`config.mk`:
```
export PLATFORM = sky130hd
export DESIGN_NAME = combined_lfsr_random_range
export DESIGN_NICKNAME = d
export VERILOG_FILES = /design/src/rtl/clrr_pkg.sv /design/src/rtl/clrr_lfsr.sv /design/src/rtl/clrr_serial_mod.sv /design/src/rtl/combined_lfsr_random_range.sv
export SDC_FILE = /design/constraint.sdc
export NUM_CORES = 1
export LEC_CHECK = 0
export BUFFER_PORTS_ARGS = -buffer_cell sky130_fd_sc_hd__buf_2
export CAP_MARGIN = 30
export CORE_UTILIZATION = 65
export DETAILED_ROUTE_END_ITERATION = 8
export GPL_TIMING_DRIVEN = 0
export PLACE_DENSITY_LB_ADDON = 0.05
export REMOVE_ABC_BUFFERS = 1
export SLEW_MARGIN = 20
export SYNTH_ARGS = -nofsm -noshare
export SYNTH_HDL_FRONTEND = slang
export SYNTH_SLANG_ARGS = --single-unit
```
`constraint.sdc`:
```
create_clock -name clk -period 13.8 [get_ports clk]
set_clock_uncertainty 0.1 [all_clocks]
set_input_delay 1.38 -clock clk [delete_from_list [all_inputs] [get_ports clk]]
set_output_delay 1.38 -clock clk [all_outputs]
set_load 0.02 [all_outputs]
```
`src/rtl/clrr_pkg.sv`:
```
`default_nettype none

package clrr_pkg;

  localparam int unsigned RAW_W = 16;

  localparam logic [31:0] LONG_TAPS   = 32'hB4BC_D35C;
  localparam logic [30:0] SHORT_TAPS  = 31'h7A5B_C2E3;
  localparam logic [31:0] SEED_OFFSET = 32'h2F2F_2F2F;
  localparam logic [31:0] LONG_MOD    = 32'hFFFF_FFFF;
  localparam logic [31:0] SHORT_MOD   = 32'h7FFF_FFFF;

  localparam logic ADDR_SEED = 1'b0;

  function automatic logic [31:0] long_step(input logic [31:0] r);
    logic [31:0] s;
    s = r >> 1;
    if (r[0]) begin
      s = s ^ LONG_TAPS;
    end
    return s;
  endfunction

  function automatic logic [30:0] short_step(input logic [30:0] r);
    logic [30:0] s;
    s = r >> 1;
    if (r[0]) begin
      s = s ^ SHORT_TAPS;
    end
    return s;
  endfunction

endpackage

`default_nettype wire

```
`src/rtl/clrr_lfsr.sv`:
```
`default_nettype none

module clrr_lfsr
  import clrr_pkg::*;
(
  input  wire logic             clk,
  input  wire logic             rst,
  input  wire logic             load,
  input  wire logic [31:0]      seed,
  input  wire logic             step,
  output logic      [RAW_W-1:0] raw
);

  logic [31:0] long_reg;
  logic [30:0] short_reg;
  logic [31:0] long_seed;
  logic [30:0] short_seed;
  logic [31:0] offset_sum;
  logic [31:0] folded;

  always_comb begin
    long_seed  = (seed == LONG_MOD) ? 32'd0 : seed;
    offset_sum = seed + SEED_OFFSET;
    folded     = {1'b0, offset_sum[30:0]} + {31'd0, offset_sum[31]};
    if (folded >= SHORT_MOD) begin
      folded = folded - SHORT_MOD;
    end
    short_seed = folded[30:0];
  end

  always_ff @(posedge clk) begin
    if (rst) begin
      long_reg  <= 32'd0;
      short_reg <= SEED_OFFSET[30:0];
    end else if (load) begin
      long_reg  <= long_seed;
      short_reg <= short_seed;
    end else if (step) begin
      long_reg  <= long_step(long_step(long_reg));
      short_reg <= short_step(short_reg);
    end
  end

  assign raw = long_reg[RAW_W-1:0] ^ short_reg[RAW_W-1:0];

endmodule

`default_nettype wire

```
`src/rtl/clrr_serial_mod.sv`:
```
`default_nettype none

module clrr_serial_mod
  import clrr_pkg::*;
(
  input  wire logic             clk,
  input  wire logic             rst,
  input  wire logic             start,
  input  wire logic [RAW_W-1:0] dividend,
  input  wire logic [31:0]      divisor,
  output logic                  done,
  output logic      [RAW_W-1:0] remainder
);

  localparam int unsigned CNT_W = $clog2(RAW_W + 1);

  logic             busy;
  logic [CNT_W-1:0] count;
  logic [RAW_W-1:0] dvd;
  logic [31:0]      dvs;
  logic [RAW_W-1:0] shifted;
  logic [RAW_W-1:0] remainder_next;

  // The partial remainder never exceeds the dividend prefix, so it stays within RAW_W bits.
  always_comb begin
    shifted = {remainder[RAW_W-2:0], dvd[RAW_W-1]};
    if ({{(32-RAW_W){1'b0}}, shifted} >= dvs) begin
      remainder_next = shifted - dvs[RAW_W-1:0];
    end else begin
      remainder_next = shifted;
    end
  end

  always_ff @(posedge clk) begin
    if (rst) begin
      busy  <= 1'b0;
      done  <= 1'b0;
      count <= '0;
    end else begin
      done <= 1'b0;
      if (start) begin
        busy  <= 1'b1;
        count <= CNT_W'(RAW_W);
      end else if (busy) begin
        count <= count - 1'b1;
        if (count == CNT_W'(1)) begin
          busy <= 1'b0;
          done <= 1'b1;
        end
      end
    end
  end

  always_ff @(posedge clk) begin
    if (start) begin
      dvd       <= dividend;
      dvs       <= divisor;
      remainder <= '0;
    end else if (busy) begin
      dvd       <= dvd << 1;
      remainder <= remainder_next;
    end
  end

endmodule

`default_nettype wire

```
`src/rtl/combined_lfsr_random_range.sv`:
```
// Raw requests and range requests with a bad range pass through ST_PREP and ST_WRITE before
// out_valid rises; valid range requests also wait in ST_DIV for the bit-serial
// remainder unit that retires one dividend bit per cycle over 16 bits.
// One request is in flight at a time; the next input beat is taken the cycle after the
// result is loaded, and ST_WRITE holds the result while the output is stalled.
// Reset is synchronous and leaves the block idle with the seed at 0 and both LFSRs loaded from it.
`default_nettype none

module combined_lfsr_random_range
  import clrr_pkg::*;
(
  input  wire logic        clk,
  input  wire logic        rst,
  input  wire logic        psel,
  input  wire logic        penable,
  input  wire logic        pwrite,
  input  wire logic [2:0]  paddr,
  input  wire logic [31:0] pwdata,
  output logic      [31:0] prdata,
  output logic             pready,
  input  wire logic        in_valid,
  output logic             in_ready,
  input  wire logic        command,
  input  wire logic [31:0] range_min,
  input  wire logic [31:0] range_max,
  output logic             out_valid,
  input  wire logic        out_ready,
  output logic      [31:0] value,
  output logic             bad_range
);

  typedef enum logic [1:0] {
    ST_IDLE,
    ST_PREP,
    ST_DIV,
    ST_WRITE
  } state_t;

  state_t           state;
  logic [31:0]      seed;
  logic             seed_write;
  logic             in_beat;
  logic             cmd_q;
  logic [31:0]      min_q;
  logic [31:0]      max_q;
  logic [31:0]      result;
  logic             result_bad;
  logic [RAW_W-1:0] raw;
  logic [RAW_W-1:0] rem;
  logic             div_start;
  logic             div_done;
  logic             range_ok;
  logic [31:0]      span;

  assign pready     = 1'b1;
  assign prdata     = seed;
  assign seed_write = psel && penable && pwrite && pready && (paddr[2] == ADDR_SEED);
  assign in_ready   = (state == ST_IDLE);
  assign in_beat    = in_valid && in_ready;
  assign range_ok   = $signed(min_q) < $signed(max_q);
  assign span       = max_q - min_q;
  assign div_start  = (state == ST_PREP) && cmd_q && range_ok;

  always_ff @(posedge clk) begin
    if (rst) begin
      seed <= 32'd0;
    end else if (seed_write) begin
      seed <= pwdata;
    end
  end

  clrr_lfsr u_lfsr (
    .clk  (clk),
    .rst  (rst),
    .load (seed_write),
    .seed (pwdata),
    .step (in_beat),
    .raw  (raw)
  );

  clrr_serial_mod u_mod (
    .clk       (clk),
    .rst       (rst),
    .start     (div_start),
    .dividend  (raw),
    .divisor   (span),
    .done      (div_done),
    .remainder (rem)
  );

  always_ff @(posedge clk) begin
    if (in_beat) begin
      cmd_q <= command;
      min_q <= range_min;
      max_q <= range_max;
    end
  end

  always_ff @(posedge clk) begin
    if (rst) begin
      state     <= ST_IDLE;
      out_valid <= 1'b0;
    end else begin
      if (out_valid && out_ready && (state != ST_WRITE)) begin
        out_valid <= 1'b0;
      end
      unique case (state)
        ST_IDLE: begin
          if (in_beat) begin
            state <= ST_PREP;
          end
        end
        ST_PREP: begin
          if (!cmd_q) begin
            result     <= {{(32-RAW_W){1'b0}}, raw};
            result_bad <= 1'b0;
            state      <= ST_WRITE;
          end else if (!range_ok) begin
            result     <= 32'd0;
            result_bad <= 1'b1;
            state      <= ST_WRITE;
          end else begin
            state <= ST_DIV;
          end
        end
        ST_DIV: begin
          if (div_done) begin
            result     <= {{(32-RAW_W){1'b0}}, rem} + min_q;
            result_bad <= 1'b0;
            state      <= ST_WRITE;
          end
        end
        ST_WRITE: begin
          if (!out_valid || out_ready) begin
            value     <= result;
            bad_range <= result_bad;
            out_valid <= 1'b1;
            state     <= ST_IDLE;
          end
        end
        default: begin
          state <= ST_IDLE;
        end
      endcase
    end
  end

endmodule

`default_nettype wire

```
Word-level counts from Yosys, hierarchy flattened --
Index checks and enable logic that the tools add are counted.
Storage, ports and cells: input port bits 107, bits in registers 300, word-level logic and storage cells 103
Cells by class: bitwise operators 7, add/sub/neg operators 7, equality and inequality tests 10, mux-type cells 38, order comparisons 3, reduce and logical (&&, ||, !) cells 19
Operator list (count):
- $mux W32 | 11
- $mux W31 | 4
- $pmux W32 S2 | 1
- $not A17 Y18 | 3
- $mux W16 | 3
- $add A16 B32 Y32 | 1
- $add A31 B1 Y32 | 1
- $add A32 B30 Y32 const B | 1
- $eq A32 B32 Y1 const B | 1
- $ge A16 B32 Y1 | 1
- $ge A32 B31 Y1 const B | 1
- $lt A32 B32 Y1 | 1
- $sub A32 B32 Y32 | 1
- $sub A31 B31 Y31 const B | 1
- $sub A16 B16 Y16 | 1
- $xor A16 B16 Y16 | 1
- $mux W1 | 12
- $mux W5 | 2
- $logic_and A1 B1 Y1 | 8
- $pmux W2 S4 | 1
- $mux W2 | 3
- $reduce_and A3 Y1 | 2
- $reduce_bool A2 Y1 | 3
- $eq A5 B1 Y1 const B | 1
- other kinds (14) | 19

Depth between registers and ports, before layout --
Gate-level depths: netlist of run 1.
word-level depth 9, depth in mapped cells 27

Cells and area by module --
From an unflattened synthesis of run 1, not the netlist that was laid out.
Unflattened totals: cell total of the unflattened synthesis 1956, area, all modules 18679.2 µm²
Modules (own cells, without submodules):
- combined_lfsr_random_range | cells an instance 845, times used 1, area each 9012.4 µm²
- clrr_lfsr | cells an instance 801, times used 1, area each 6105.9 µm²
- clrr_serial_mod | cells an instance 310, times used 1, area each 3560.9 µm²

Worst setup path after synthesis of run 1 --
Ideal clock, no wire load.
path kind input-to-reg, from in pwdata[1], to reg u_lfsr.short_reg[16], path slack 7.225 ns, stages on the path 26, setup time 0.122 ns, arrival time 6.353 ns, required time 13.578 ns, buffers on the path 4, cells stage by stage buf_2 -> nor4_4 -> o211ai_1 -> a21oi_1 -> o21ai_0 -> o21ai_0 -> inv_1 -> o21ai_0 -> xnor2_1 -> ha_1 -> ha_1 -> nand4b_1 -> inv_1 -> a31oi_1 -> nor2_1 -> and3_4 -> and4b_1 -> buf_2 -> or3_1 -> a21oi_1 -> nor2_1 -> or4_1 -> buf_2 -> and2_1 -> buf_6 -> a221o_1
On the way: longest elaborated chain between the ends 5, elaborated cells on any way between the ends 6, classes of those cells 3 x add/sub; 1 x order compare; 2 x mux
RTL lines:
- from (decl) | RTL line combined_lfsr_random_range.sv:18 | input wire logic [31:0] pwdata,
- $add A32 B30 Y32 * | RTL line clrr_lfsr.sv:23 | offset_sum = seed + SEED_OFFSET;
- $add A31 B1 Y32 * | RTL line clrr_lfsr.sv:24 | folded = {1'b0, offset_sum[30:0]} + {31'd0, offset_sum[31]};
- $sub A31 B31 Y31 or $ge A32 B31 Y1 (tied branches) | RTL line clrr_lfsr.sv:26, clrr_lfsr.sv:25
- $mux W31 * | RTL line clrr_lfsr.sv:25 | if (folded >= SHORT_MOD) begin
- $mux W31 * | RTL line clrr_lfsr.sv:35 | end else if (load) begin
- to (signal assigned) | RTL line clrr_lfsr.sv:34 | short_reg <= SEED_OFFSET[30:0];
- to (signal assigned) | RTL line clrr_lfsr.sv:37 | short_reg <= short_seed;
- to (signal assigned) | RTL line clrr_lfsr.sv:40 | short_reg <= short_step(short_reg);
- to (decl) | RTL line clrr_lfsr.sv:15 | logic [30:0] short_reg;
Mark *: on every way between the ends. The rest lies on a longest branch, timed or not. A chain may end at the register's enable or synchronous reset.

Worst setup path after layout of run 1 --
from in pwdata[6], to reg u_lfsr.short_reg[21]
Same word-level chain as after synthesis.

==> results of run 1 <==
-- cells in the mapped netlist (all sizes together) (5+ instances only) --
cell type	number	share of area (%)
or3	10	0.35
nor4	12	0.54
a211o	7	0.34
or4	5	0.21
a21boi	10	0.42
nor2	151	3.2
o21ai	112	3.1
mux2i	17	0.95
xor2	69	3.4
mux2	17	1.1
edfxtp	179	30
nor2b	19	0.66
nand4	17	0.59
o211ai	22	0.92
nand2b	16	0.56
nand3	47	1.3
dfxtp	121	14
nand4b	5	0.24
and2	15	0.54
buf	22	0.68
o21bai	5	0.21
clkbuf	91	1.9
o211a	6	0.34
o31ai	7	0.29
nor4b	5	0.31
ha	106	7.4
and3	17	0.62
a211oi	28	1.3
a21o	37	1.5
nor3	53	1.5
inv	117	2.4
o21a	11	0.46
a31oi	15	0.52
xnor2	107	5.2
nand2	199	4.2
or2	9	0.31
a21oi	172	4.8
-- cell families after synthesis --
group / count (synthesis) / synth area share [%]
other: 1 / 0.0209
multiplexers: 34 / 2.02
flip-flops: 300 / 43.5
AND/OR/NAND/NOR: 604 / 16.3
adder cells (fa/ha/maj): 109 / 7.73
AO/OA/AOI/OAI: 481 / 16.8
XOR/XNOR: 176 / 8.60
buffers and inverters: 230 / 5.04
-- stage by stage --
step / setup slack, ns / total power [mW] / util (%)
4_1_cts: 6.27 / 3.90 / 75.0
6_report: 6.18 / 3.91 / 75.0
2_1_floorplan: 5.38 / 2.54 / -
5_1_grt: 5.80 / 4.14 / 75.0
3_5_place_dp: 5.75 / 2.97 / 70.9
3_3_place_gp: 2.36 / 2.90 / 69.4
-- critical path: stages --
cell	delay, ns
buf_2	0.31
nand3_1	0.15
o211ai_1	0.56
a21oi_1	0.27
o21ai_0	0.31
o21ai_0	0.17
inv_1	0.07
o21ai_0	0.09
xnor2_1	0.45
ha_1	0.29
ha_1	0.23
nand4b_1	0.14
inv_1	0.09
a31oi_1	0.07
nor2_1	0.42
and3_4	0.28
and4b_1	0.37
mux2i_1	0.22
o2bb2ai_1	0.13
mux2i_1	0.12
or4_1	0.73
o21ai_1	0.77
o21ai_0	0.22
-- metal layers --
| metal | global-route usage [%] | up-vias | wire (um) |
|---|---|---|---|
| met1 | 39.6 | 6942 | 18500 |
| met3 | 3.60 | 115 | 2800 |
| li1 | - | 7062 | - |
| met2 | 53.1 | 545 | 21200 |
| met4 | 13.9 | 0 | 1770 |
| met5 | 0 | - | 0 |
-- path summary, 6_finish.rpt --
check	startpoint	to	slack (ns)	depth (start not counted)
worst max-delay path	pwdata[6]	u_lfsr.short_reg[21]	6.18	23
worst min-delay path	result[5]	value[5]	0.31	0
worst max register to register	min_q[1]	result[2]	9.01	18
worst min register to register	result[5]	value[5]	0.31	0
-- area by class of cell --
type | instances | area share (%)
clock buffer | 49 | 4.79
multi-input combinational | 1405 | 45.8
sequential | 300 | 38.5
inverter | 117 | 2.19
timing repair buffer | 196 | 5.96
clock inverter | 12 | 0.667
tap | 341 | 2.10
-- placed cells by master, fill, tap and decap left out, types with 19 or more instances in the layout --
cell type	count
dfxtp_1	120
a21oi_1	172
clkbuf_16	37
nand2_1	197
nor2_1	151
xnor2_1	107
inv_1	116
edfxtp_1	179
a21o_1	37
xor2_1	68
buf_2	171
nor3_1	52
nor2b_1	19
o21ai_0	104
o211ai_1	22
nand3_1	47
ha_1	106
a211oi_1	25
-- power by group through the flow --
stage                     clock [mW]  combinational, mW  sequential (mW)
after detailed placement           0               1.54             1.44
final                          0.907               1.58             1.43
after global routing           0.947               1.75             1.45
after CTS                      0.916               1.56             1.42
after floorplan                    0               1.14             1.40
after global placement             0               1.44             1.45
==> qor.yml, run 1 <==
ios: 175
core_sq_um: 27000
p_per_area_nw_per_um2: 193
post-cts-setup-buffers: 0
ys_async_sr_fraction_pct: 0
netlist_instances: 1935
rows: 60
cts.clk_slew.worst_paths_ns: 0.06
die-area_sq_um: 28200
ys_ff_latch: 300
timing.hold.ws_ns: 0.313
syn_area_sq_um: 17900
drv_cap: 0
drc: 0
insertion_delay_ns: 0.52
critPathKind: "input port to register"
ant_nets: 0
drt_iter0_drc: 1330
die_w_um: 168
final_max_slew_viol_count: 0
fill_cells: 1936
grt_antenna_before_repair: 0
tns_ns: 0
stdcell_area_sq_um: 20300
cts_tree: "yes"
synth-edff-count: 179
diodes: 0
cts_sinks: 300
comb_power_share_pct: 40.3
nets: 2270
cts_buffer_depth: 3
firstDrtPassIters: 5
fin_crit_sh_pct: 55.2
dp.cells: 2358
cts_hold_buf: 0
grt.total_usage_pct: 31.0
seq_area_sq_um: 7800
irDropWorstVdd_mv: 0.152
hold_viol: 0
synth.distinct_cells: 92
fmax_mhz: 131
grt_max_degree: 64
cp_max_fo: 20
setup_viol: 0
leakage_nw: 8.30
relSlewSlack_pct: 31.1
area_growth_pct: 13.1
detail_route.wirelength_um: 44200
grt_pass1_vias: 14100
worst_pin_slew_ns: 1.03
internal-power_mw: 2.45
start_util_pct: 66.3
status: "finished, final reports clean"
p_switching_mw: 1.46
gp_congestion: 0.977
cp-end-kind: "register"
numPortBuffers: 171
grt_pass1_wl_um: 70500
ys_warn_count: 0
overflow: 0
via_per_inst: 6.06
dieHeight_um: 168
layout_min_cycle_time_ns: 7.62
worstSetupStartpointType: "input port"
cp.arrival_ns: 7.86
synth_area_per_cell_sq_um: 9.26
hold_class: "register to register"
dpl_cell_area_sq_um: 19200
cts-buffers-inserted: 34
multiInputGateArea_sq_um: 9290
wl_per_cell_um: 18.3
root_buffer: "clkbuf_16"
drive_gt1_share_pct: 14.1
p_sw_share_pct: 37.4
rsz0062_at_grt: "no"
stdcell_count: 2420
yosysSeqAreaShare_pct: 43.5
ys.flop_type: "edfxtp_1"
cp.required_ns: 14.04
htreeDepth: 2
vias: 14700
dp_hpwl_um: 31600
p_seq_share_pct: 36.5
clkPwrFrac_pct: 23.2
post_cts_resized: 0
Power figures use the tool's default switching activity.
==> run 2: changes to the inputs <==
--- a/config.mk
+++ b/config.mk
@@ -7,7 +7,7 @@
 export LEC_CHECK = 0
 export BUFFER_PORTS_ARGS = -buffer_cell sky130_fd_sc_hd__buf_2
 export CAP_MARGIN = 30
-export CORE_UTILIZATION = 65
+export CORE_UTILIZATION = 60
 export DETAILED_ROUTE_END_ITERATION = 8
 export GPL_TIMING_DRIVEN = 0
 export PLACE_DENSITY_LB_ADDON = 0.05
==> constraint.sdc (replaced) <==
create_clock -name clk -period 7.9 [get_ports clk]
set_clock_uncertainty 0.1 [all_clocks]
set_input_delay 0.79 -clock clk [delete_from_list [all_inputs] [get_ports clk]]
set_output_delay 0.79 -clock clk [all_outputs]
set_load 0.02 [all_outputs]
==> run 2 against run 1 <==
  * Clock power grew 81%
  * Worst hold slack improved by 0.0050 ns
  * Final cell count up 1.8%
  * Clock-buffer cell count fell by 2
  * Sequential cell count unchanged
  * Global-route usage decreased by 2.5 points
  * Core utilization decreased by 4.8 points
  * First-iteration DRC count shrank 17%
  * Sequential power is 74% higher
  * Combinational power rose by 73%
  * Critical endpoint unchanged
==> qor.yml, run 2 (synthesized netlist as in run 1, its figures left out) <==
r2r_cells: 18  # unchanged
cp_max_fo: 16  # -20%
final_common_cell: "nand2_1"
numPortBuffers: 171  # unchanged
cts_sinks: 300  # unchanged
grt_pass1_vias: 13900  # -1.5%
area_growth_pct: 13.7
top_layer: "met4"
crit_path_cell_trace: "buf_2 -> nor4_4 -> o211ai_1 -> a21oi_1 -> o21ai_0 -> o21ai_0 -> inv_1 -> o21ai_0 -> xnor2_1 -> ha_1 -> ha_1 -> nand4b_1 -> inv_1 -> a31oi_1 -> nor2_1 -> and3_4 -> and4b_1 -> mux2i_1 -> o2bb2ai_1 -> mux2i_1 -> or4_1 -> o21ai_1 -> o21ai_0"
r2r_slack_ns: 2.93  # -6.08 ns
layout_common_cells: "nand2_1, edfxtp_1, a21oi_1"
htreeDepth: 2  # unchanged
tns_ns: 0  # unchanged
comb_power_share_pct: 39.8  # -0.5 points
hold_viol: 0  # unchanged
post-cts-setup-buffers: 0  # unchanged
firstDrtPassIters: 5  # unchanged
setup_viol: 0  # unchanged
core_sq_um: 29000  # +7.4%
worstHoldStart: "result[3]"
grt.total_usage_pct: 28.4  # -2.5 points
rr_startpoint: "min_q[1]"
worstSetupStartpointType: "input port"
gp_congestion: 0.982  # +0.54%
wl_met1_um: 19100  # +3.2%
rows: 62  # +3.3%
cp_slowest_cell: "o21ai_1"
drc: 0  # unchanged
cts_hold_buf: 0  # unchanged
crit_cells: 23  # unchanged
p_per_area_nw_per_um2: 337  # +74%
dp_hpwl_um: 31400  # -0.64%
grt_pass1_wl_um: 70300  # -0.27%
via_per_inst: 5.87  # -3.2%
critPathKind: "input port to register"
die-area_sq_um: 30600  # +8.2%
holdPathEnd: "value[3]"
dp.cells: 2401  # +1.8%
ant_nets: 0  # unchanged
diodes: 0  # unchanged
grt_max_degree: 64  # unchanged
rr_endpoint: "result[5]"
overflow: 0  # unchanged
final_max_slew_viol_count: 0  # unchanged
post_cts_resized: 0  # unchanged
cts_tree: "yes"
rsz0062_at_grt: "no"
whs_path_depth: 0  # unchanged
finalPower_mw: 6.86  # +75%
crit_top_cell: "o21ai_0"
drive_gt1_share_pct: 14.6  # +0.43 points
die_w_um: 175  # +4.0%
wl_met3_um: 2220  # -21%
layout_min_cycle_time_ns: 6.98
dieHeight_um: 175  # +4.0%
worst-path-buf-inv: 3  # unchanged
cts_buffer_depth: 3  # unchanged
clkPwrFrac_pct: 23.9  # +0.7 points
dp_slack_ns: 0.421  # -5.33 ns
fin_crit_sh_pct: 88.4
irDropWorstVdd_mv: 0.176  # +16%
dr_wl_met2_um: 20900  # -1.5%
grt_antenna_before_repair: 0  # unchanged
p_sw_share_pct: 36.9  # -0.44 points
cp_top_family: "compound AO/OA/AOI/OAI gates"
p_seq_share_pct: 36.3  # -0.2 points
start_util_pct: 61.8  # -4.5 points
fin_util_pct: 70.2  # -4.8 points
vias: 14500  # -1.5%
relSlewSlack_pct: 31.1  # about the same
leakage_nw: 8.34  # +0.49%
cts-buffers-inserted: 35  # +2.9%
setup_ws_ns: 0.918  # -5.26 ns
insertion_delay_ns: 0.52  # about the same
status: "finished, final reports clean"
cp-end-kind: "register"
ios: 175  # unchanged
internal-power_mw: 4.32  # +77%
p_switching_mw: 2.53  # +73%
cts.clk_slew.worst_paths_ns: 0.06  # about the same
worst_pin_slew_ns: 1.03  # -0.000365 ns
wl_per_cell_um: 17.6  # -3.5%
cp.arrival_ns: 7.24  # -0.62 ns
nets: 2270  # unchanged
fmax_mhz: 143
detail_route.wirelength_um: 43400  # -1.8%
hold_class: "register to register"
slowest_delay_ns: 0.74  # -0.03 ns
stdcell_count: 2463  # +1.8%
root_buffer: "clkbuf_16"
cp.required_ns: 8.16  # -5.88 ns
drv_cap: 0  # unchanged
drt_iter0_drc: 1099  # -17%
run 2: changes by cell type in the layout (fill, tap and decap cells not counted), sizes merged:
cell,change
clkinv,+4
clkbuf,-2
clkdlybuf4s18,-1
clkinvlp,-1
run 2: how the worst max path moves through the flow:
stage / from / end / slack [ns]
final: pwdata[2] / u_lfsr.short_reg[21] / 0.92
after global routing: pwdata[16] / u_lfsr.short_reg[21] / 0.34
after CTS: pwdata[2] / u_lfsr.short_reg[21] / 0.97
after detailed placement: pwdata[2] / u_lfsr.short_reg[21] / 0.42
after global placement: min_q[1] / result[1] / -3.62
after floorplan: min_q[1] / result[0] / -0.52
run 2: final cells by class:
class | instances | area [sq um]
Inverter | 117 | 444
Sequential cell | 300 | 7800
Clock inverter | 15 | 155
Clock buffer | 47 | 1020
Timing Repair Buffer | 195 | 1180
Multi-Input combinational cell | 1405 | 9300
Fill cell | 2271 | 8640
Tap cell | 384 | 480
run 2: power by group through the flow:
stage | registers, mW | clock network [mW] | logic, mW
after floorplan | 2.45 | 0 | 1.99
after global placement | 2.55 | 0 | 2.53
after detailed placement | 2.51 | 0 | 2.67
after CTS | 2.48 | 1.67 | 2.71
after global routing | 2.53 | 1.73 | 3.03
final | 2.49 | 1.64 | 2.73
run 2: metal layers:
layer  vias to the layer above  GRT usage [%]
li1                       7076              -
met4                         0           10.4
met5                         -              0
met3                        78           3.31
met2                       444           48.6
met1                      6853           37.2
run 2: per-stage QoR:
step	area (sq um)	hold WS, ns
floorplan	17500	0.300
global placement	18800	0.301
detailed placement	19200	0.305
CTS	20400	0.316
global route	20400	0.323
finish	20400	0.318
==> run 3: changes to the inputs <==
--- a/config.mk
+++ b/config.mk
@@ -7,10 +7,11 @@
 export LEC_CHECK = 0
 export BUFFER_PORTS_ARGS = -buffer_cell sky130_fd_sc_hd__buf_2
 export CAP_MARGIN = 30
-export CORE_UTILIZATION = 60
+export CORE_UTILIZATION = 40
 export DETAILED_ROUTE_END_ITERATION = 8
 export GPL_TIMING_DRIVEN = 0
 export PLACE_DENSITY_LB_ADDON = 0.05
+export RECOVER_POWER = 25
 export REMOVE_ABC_BUFFERS = 1
 export SLEW_MARGIN = 20
 export SYNTH_ARGS = -nofsm -noshare
==> run 3 against run 2 <==
  * The run now ends with max-capacitance violations, max-slew violations left
  * Routed wire length rose by 9.5%
  * Via count fell by 2.3%
  * Clock power rose by 2%
  * Clock-buffer cell count rose by 6
  * Critical path type unchanged
  * Largest power group unchanged
  * Total power rose by 0.90%
  * Worst hold slack got worse by 0.011 ns
  * Final cell count rose by 8.9%
  * First-iteration DRC count fell by 40%
  * Global-route usage fell by 7.4 points
  * Critical path depth fell by 3
  * Sequential share of layout area fell by 0.61 points
==> qor.yml, run 3 (synthesized netlist as in run 1, its figures left out) <==
cp_max_fo: 20  # +4
leakage_nw: 8.36  # +0.20%
core_sq_um: 44200  # +52%
relSlewSlack_pct: -76.1  # -110 points
fmax_mhz: 147  # +2.7%
htreeDepth: 2  # unchanged
cts_buffer_depth: 3  # unchanged
cts-buffers-inserted: 38  # +8.6%
grt_pass1_wl_um: 74800  # +6.5%
drc: 0  # unchanged
setup_ws_ns: 1.10  # +0.181 ns
post-cts-setup-buffers: 0  # unchanged
slowest_delay_ns: 0.58  # -0.16 ns
dpl_cell_area_sq_um: 19500  # +1.7%
detail_route.wirelength_um: 47500  # +9.5%
firstDrtPassIters: 6  # +1
cts_sinks: 300  # unchanged
diodes: 0  # unchanged
hold_viol: 0  # unchanged
worstHoldStart: "range_min[6]"
overflow: 0  # unchanged
stdcell_count: 2681  # +8.9%
grt.total_usage_pct: 21.0  # -7.4 points
nets: 2276  # +0.26%
fin_crit_sh_pct: 86.1  # -2.3 points
worst_pin_slew_ns: 2.64  # +1.61 ns
status: "complete, but fails checks"
vias: 14100  # -2.3%
cp.required_ns: 8.11  # -0.05 ns
p_per_area_nw_per_um2: 334  # -0.71%
die_w_um: 214  # +22%
whs_path_depth: 1  # +1
final_common_cell: "nand2_1"
grt_pass1_vias: 13700  # -1.1%
irDropWorstVdd_mv: 0.187  # +6.1%
grt_antenna_before_repair: 0  # unchanged
area_growth_pct: 15.5
dp.cells: 2610  # +8.7%
drive_gt1_share_pct: 14.5  # -0.12 points
violations: "max-capacitance violations, max-slew violations"
layout_min_cycle_time_ns: 6.80  # -0.181 ns
ant_nets: 0  # unchanged
dp_hpwl_um: 35100  # +12%
dieHeight_um: 214  # +22%
critPathKind: "input port to register"
root_buffer: "clkbuf_16"
cp-end-kind: "register"
worstSetupStartpointType: "input port"
drt_iter0_drc: 661  # -40%
cts_hold_buf: 0  # unchanged
numPortBuffers: 171  # unchanged
wl_per_cell_um: 17.7  # +0.55%
cp.arrival_ns: 7.01  # -0.23 ns
gp_congestion: 0.831  # -15%
start_util_pct: 40.5  # -21 points
rsz0062_at_grt: "no"
die-area_sq_um: 45700  # +49%
insertion_delay_ns: 0.56  # +0.04 ns
cts.clk_slew.worst_paths_ns: 0.06  # about the same
cp_slowest_cell: "or4_1"
r2r_cells: 18  # unchanged
rr_startpoint: "min_q[1]"
timing.hold.ws_ns: 0.306  # -0.0113 ns
post_cts_resized: 0  # unchanged
dp_slack_ns: 0.122  # -0.299 ns
hold_class: "input port to register"
r2r_slack_ns: 2.71  # -0.22 ns
ios: 175  # unchanged
tns_ns: 0  # unchanged
rr_endpoint: "result[1]"
stdcell_area_sq_um: 20700  # +1.6%
via_per_inst: 5.27  # -10%
setup_viol: 0  # unchanged
crit_path_cell_trace: "buf_2 -> nand3_1 -> o211ai_1 -> a21oi_1 -> o21ai_0 -> o21ai_0 -> inv_1 -> o21ai_0 -> xnor2_1 -> ha_1 -> nor4b_2 -> nand3_1 -> mux2_2 -> o22ai_1 -> nand3_1 -> or4b_1 -> or4b_1 -> or4_1 -> o211ai_1 -> a211oi_1"
holdPathEnd: "min_q[6]"
drv_cap: 2  # +2
rows: 77  # +24%
layout_common_cells: "nand2_1, edfxtp_1, a21oi_1"
cts_tree: "yes"
grt_max_degree: 63  # -1.6%
final_max_slew_viol_count: 109  # +109
## run 3: final cells by class
class                           count  area, sq um
Timing Repair Buffer              198         1220
Multi-Input combinational cell   1405         9310
Sequential cell                   300         7800
Clock inverter                     16          108
Inverter                          117          444
Fill cell                        4288        23500
Tap cell                          592          741
Clock buffer                       53         1090
## run 3: through the flow
step                      util, %  total power, mW
after global placement       43.1             5.18
after detailed placement     44.1             5.26
after floorplan                 -             4.44
after CTS                    46.8             7.00
final                        46.8             6.92
after global routing         46.8             7.43
## run 3: critical path: cells and delay by family
| kind | cells | cell delay [ns] |
|---|---|---|
| xor+xnor | 1 | 0.47 |
| fa+ha+maj | 1 | 0.29 |
| compound gates | 8 | 2.05 |
| mux | 1 | 0.36 |
| buf+inv | 2 | 0.37 |
| simple gates | 7 | 2.68 |
## run 3: report_power, final
group	internal [mW]	switching [mW]
Clock	0.993	0.692
Combinational	1.16	1.59
Sequential	2.18	0.301
Total	4.34	2.58
## run 3: worst max-delay path by stage
| stage | endpoint | slack (ns) | cells after the start | from |
|---|---|---|---|---|
| after detailed placement | u_lfsr.short_reg[27] | 0.12 | 23 | pwdata[2] |
| after floorplan | result[0] | -0.52 | 14 | min_q[1] |
| final | u_lfsr.short_reg[15] | 1.10 | 20 | pwdata[6] |
| after global routing | u_lfsr.short_reg[15] | 0.59 | 23 | pwdata[2] |
| after global placement | result[1] | -4.13 | 14 | min_q[1] |
| after CTS | u_lfsr.short_reg[27] | 0.71 | 23 | pwdata[2] |
## run 3: layer usage
layer	global-route usage (%)	routed length, um	share of wire, %
met1	28.3	22200	47
met4	6.50	1290	2.7
met3	3.40	1850	3.9
met5	0	0	0
met2	34.5	22200	47
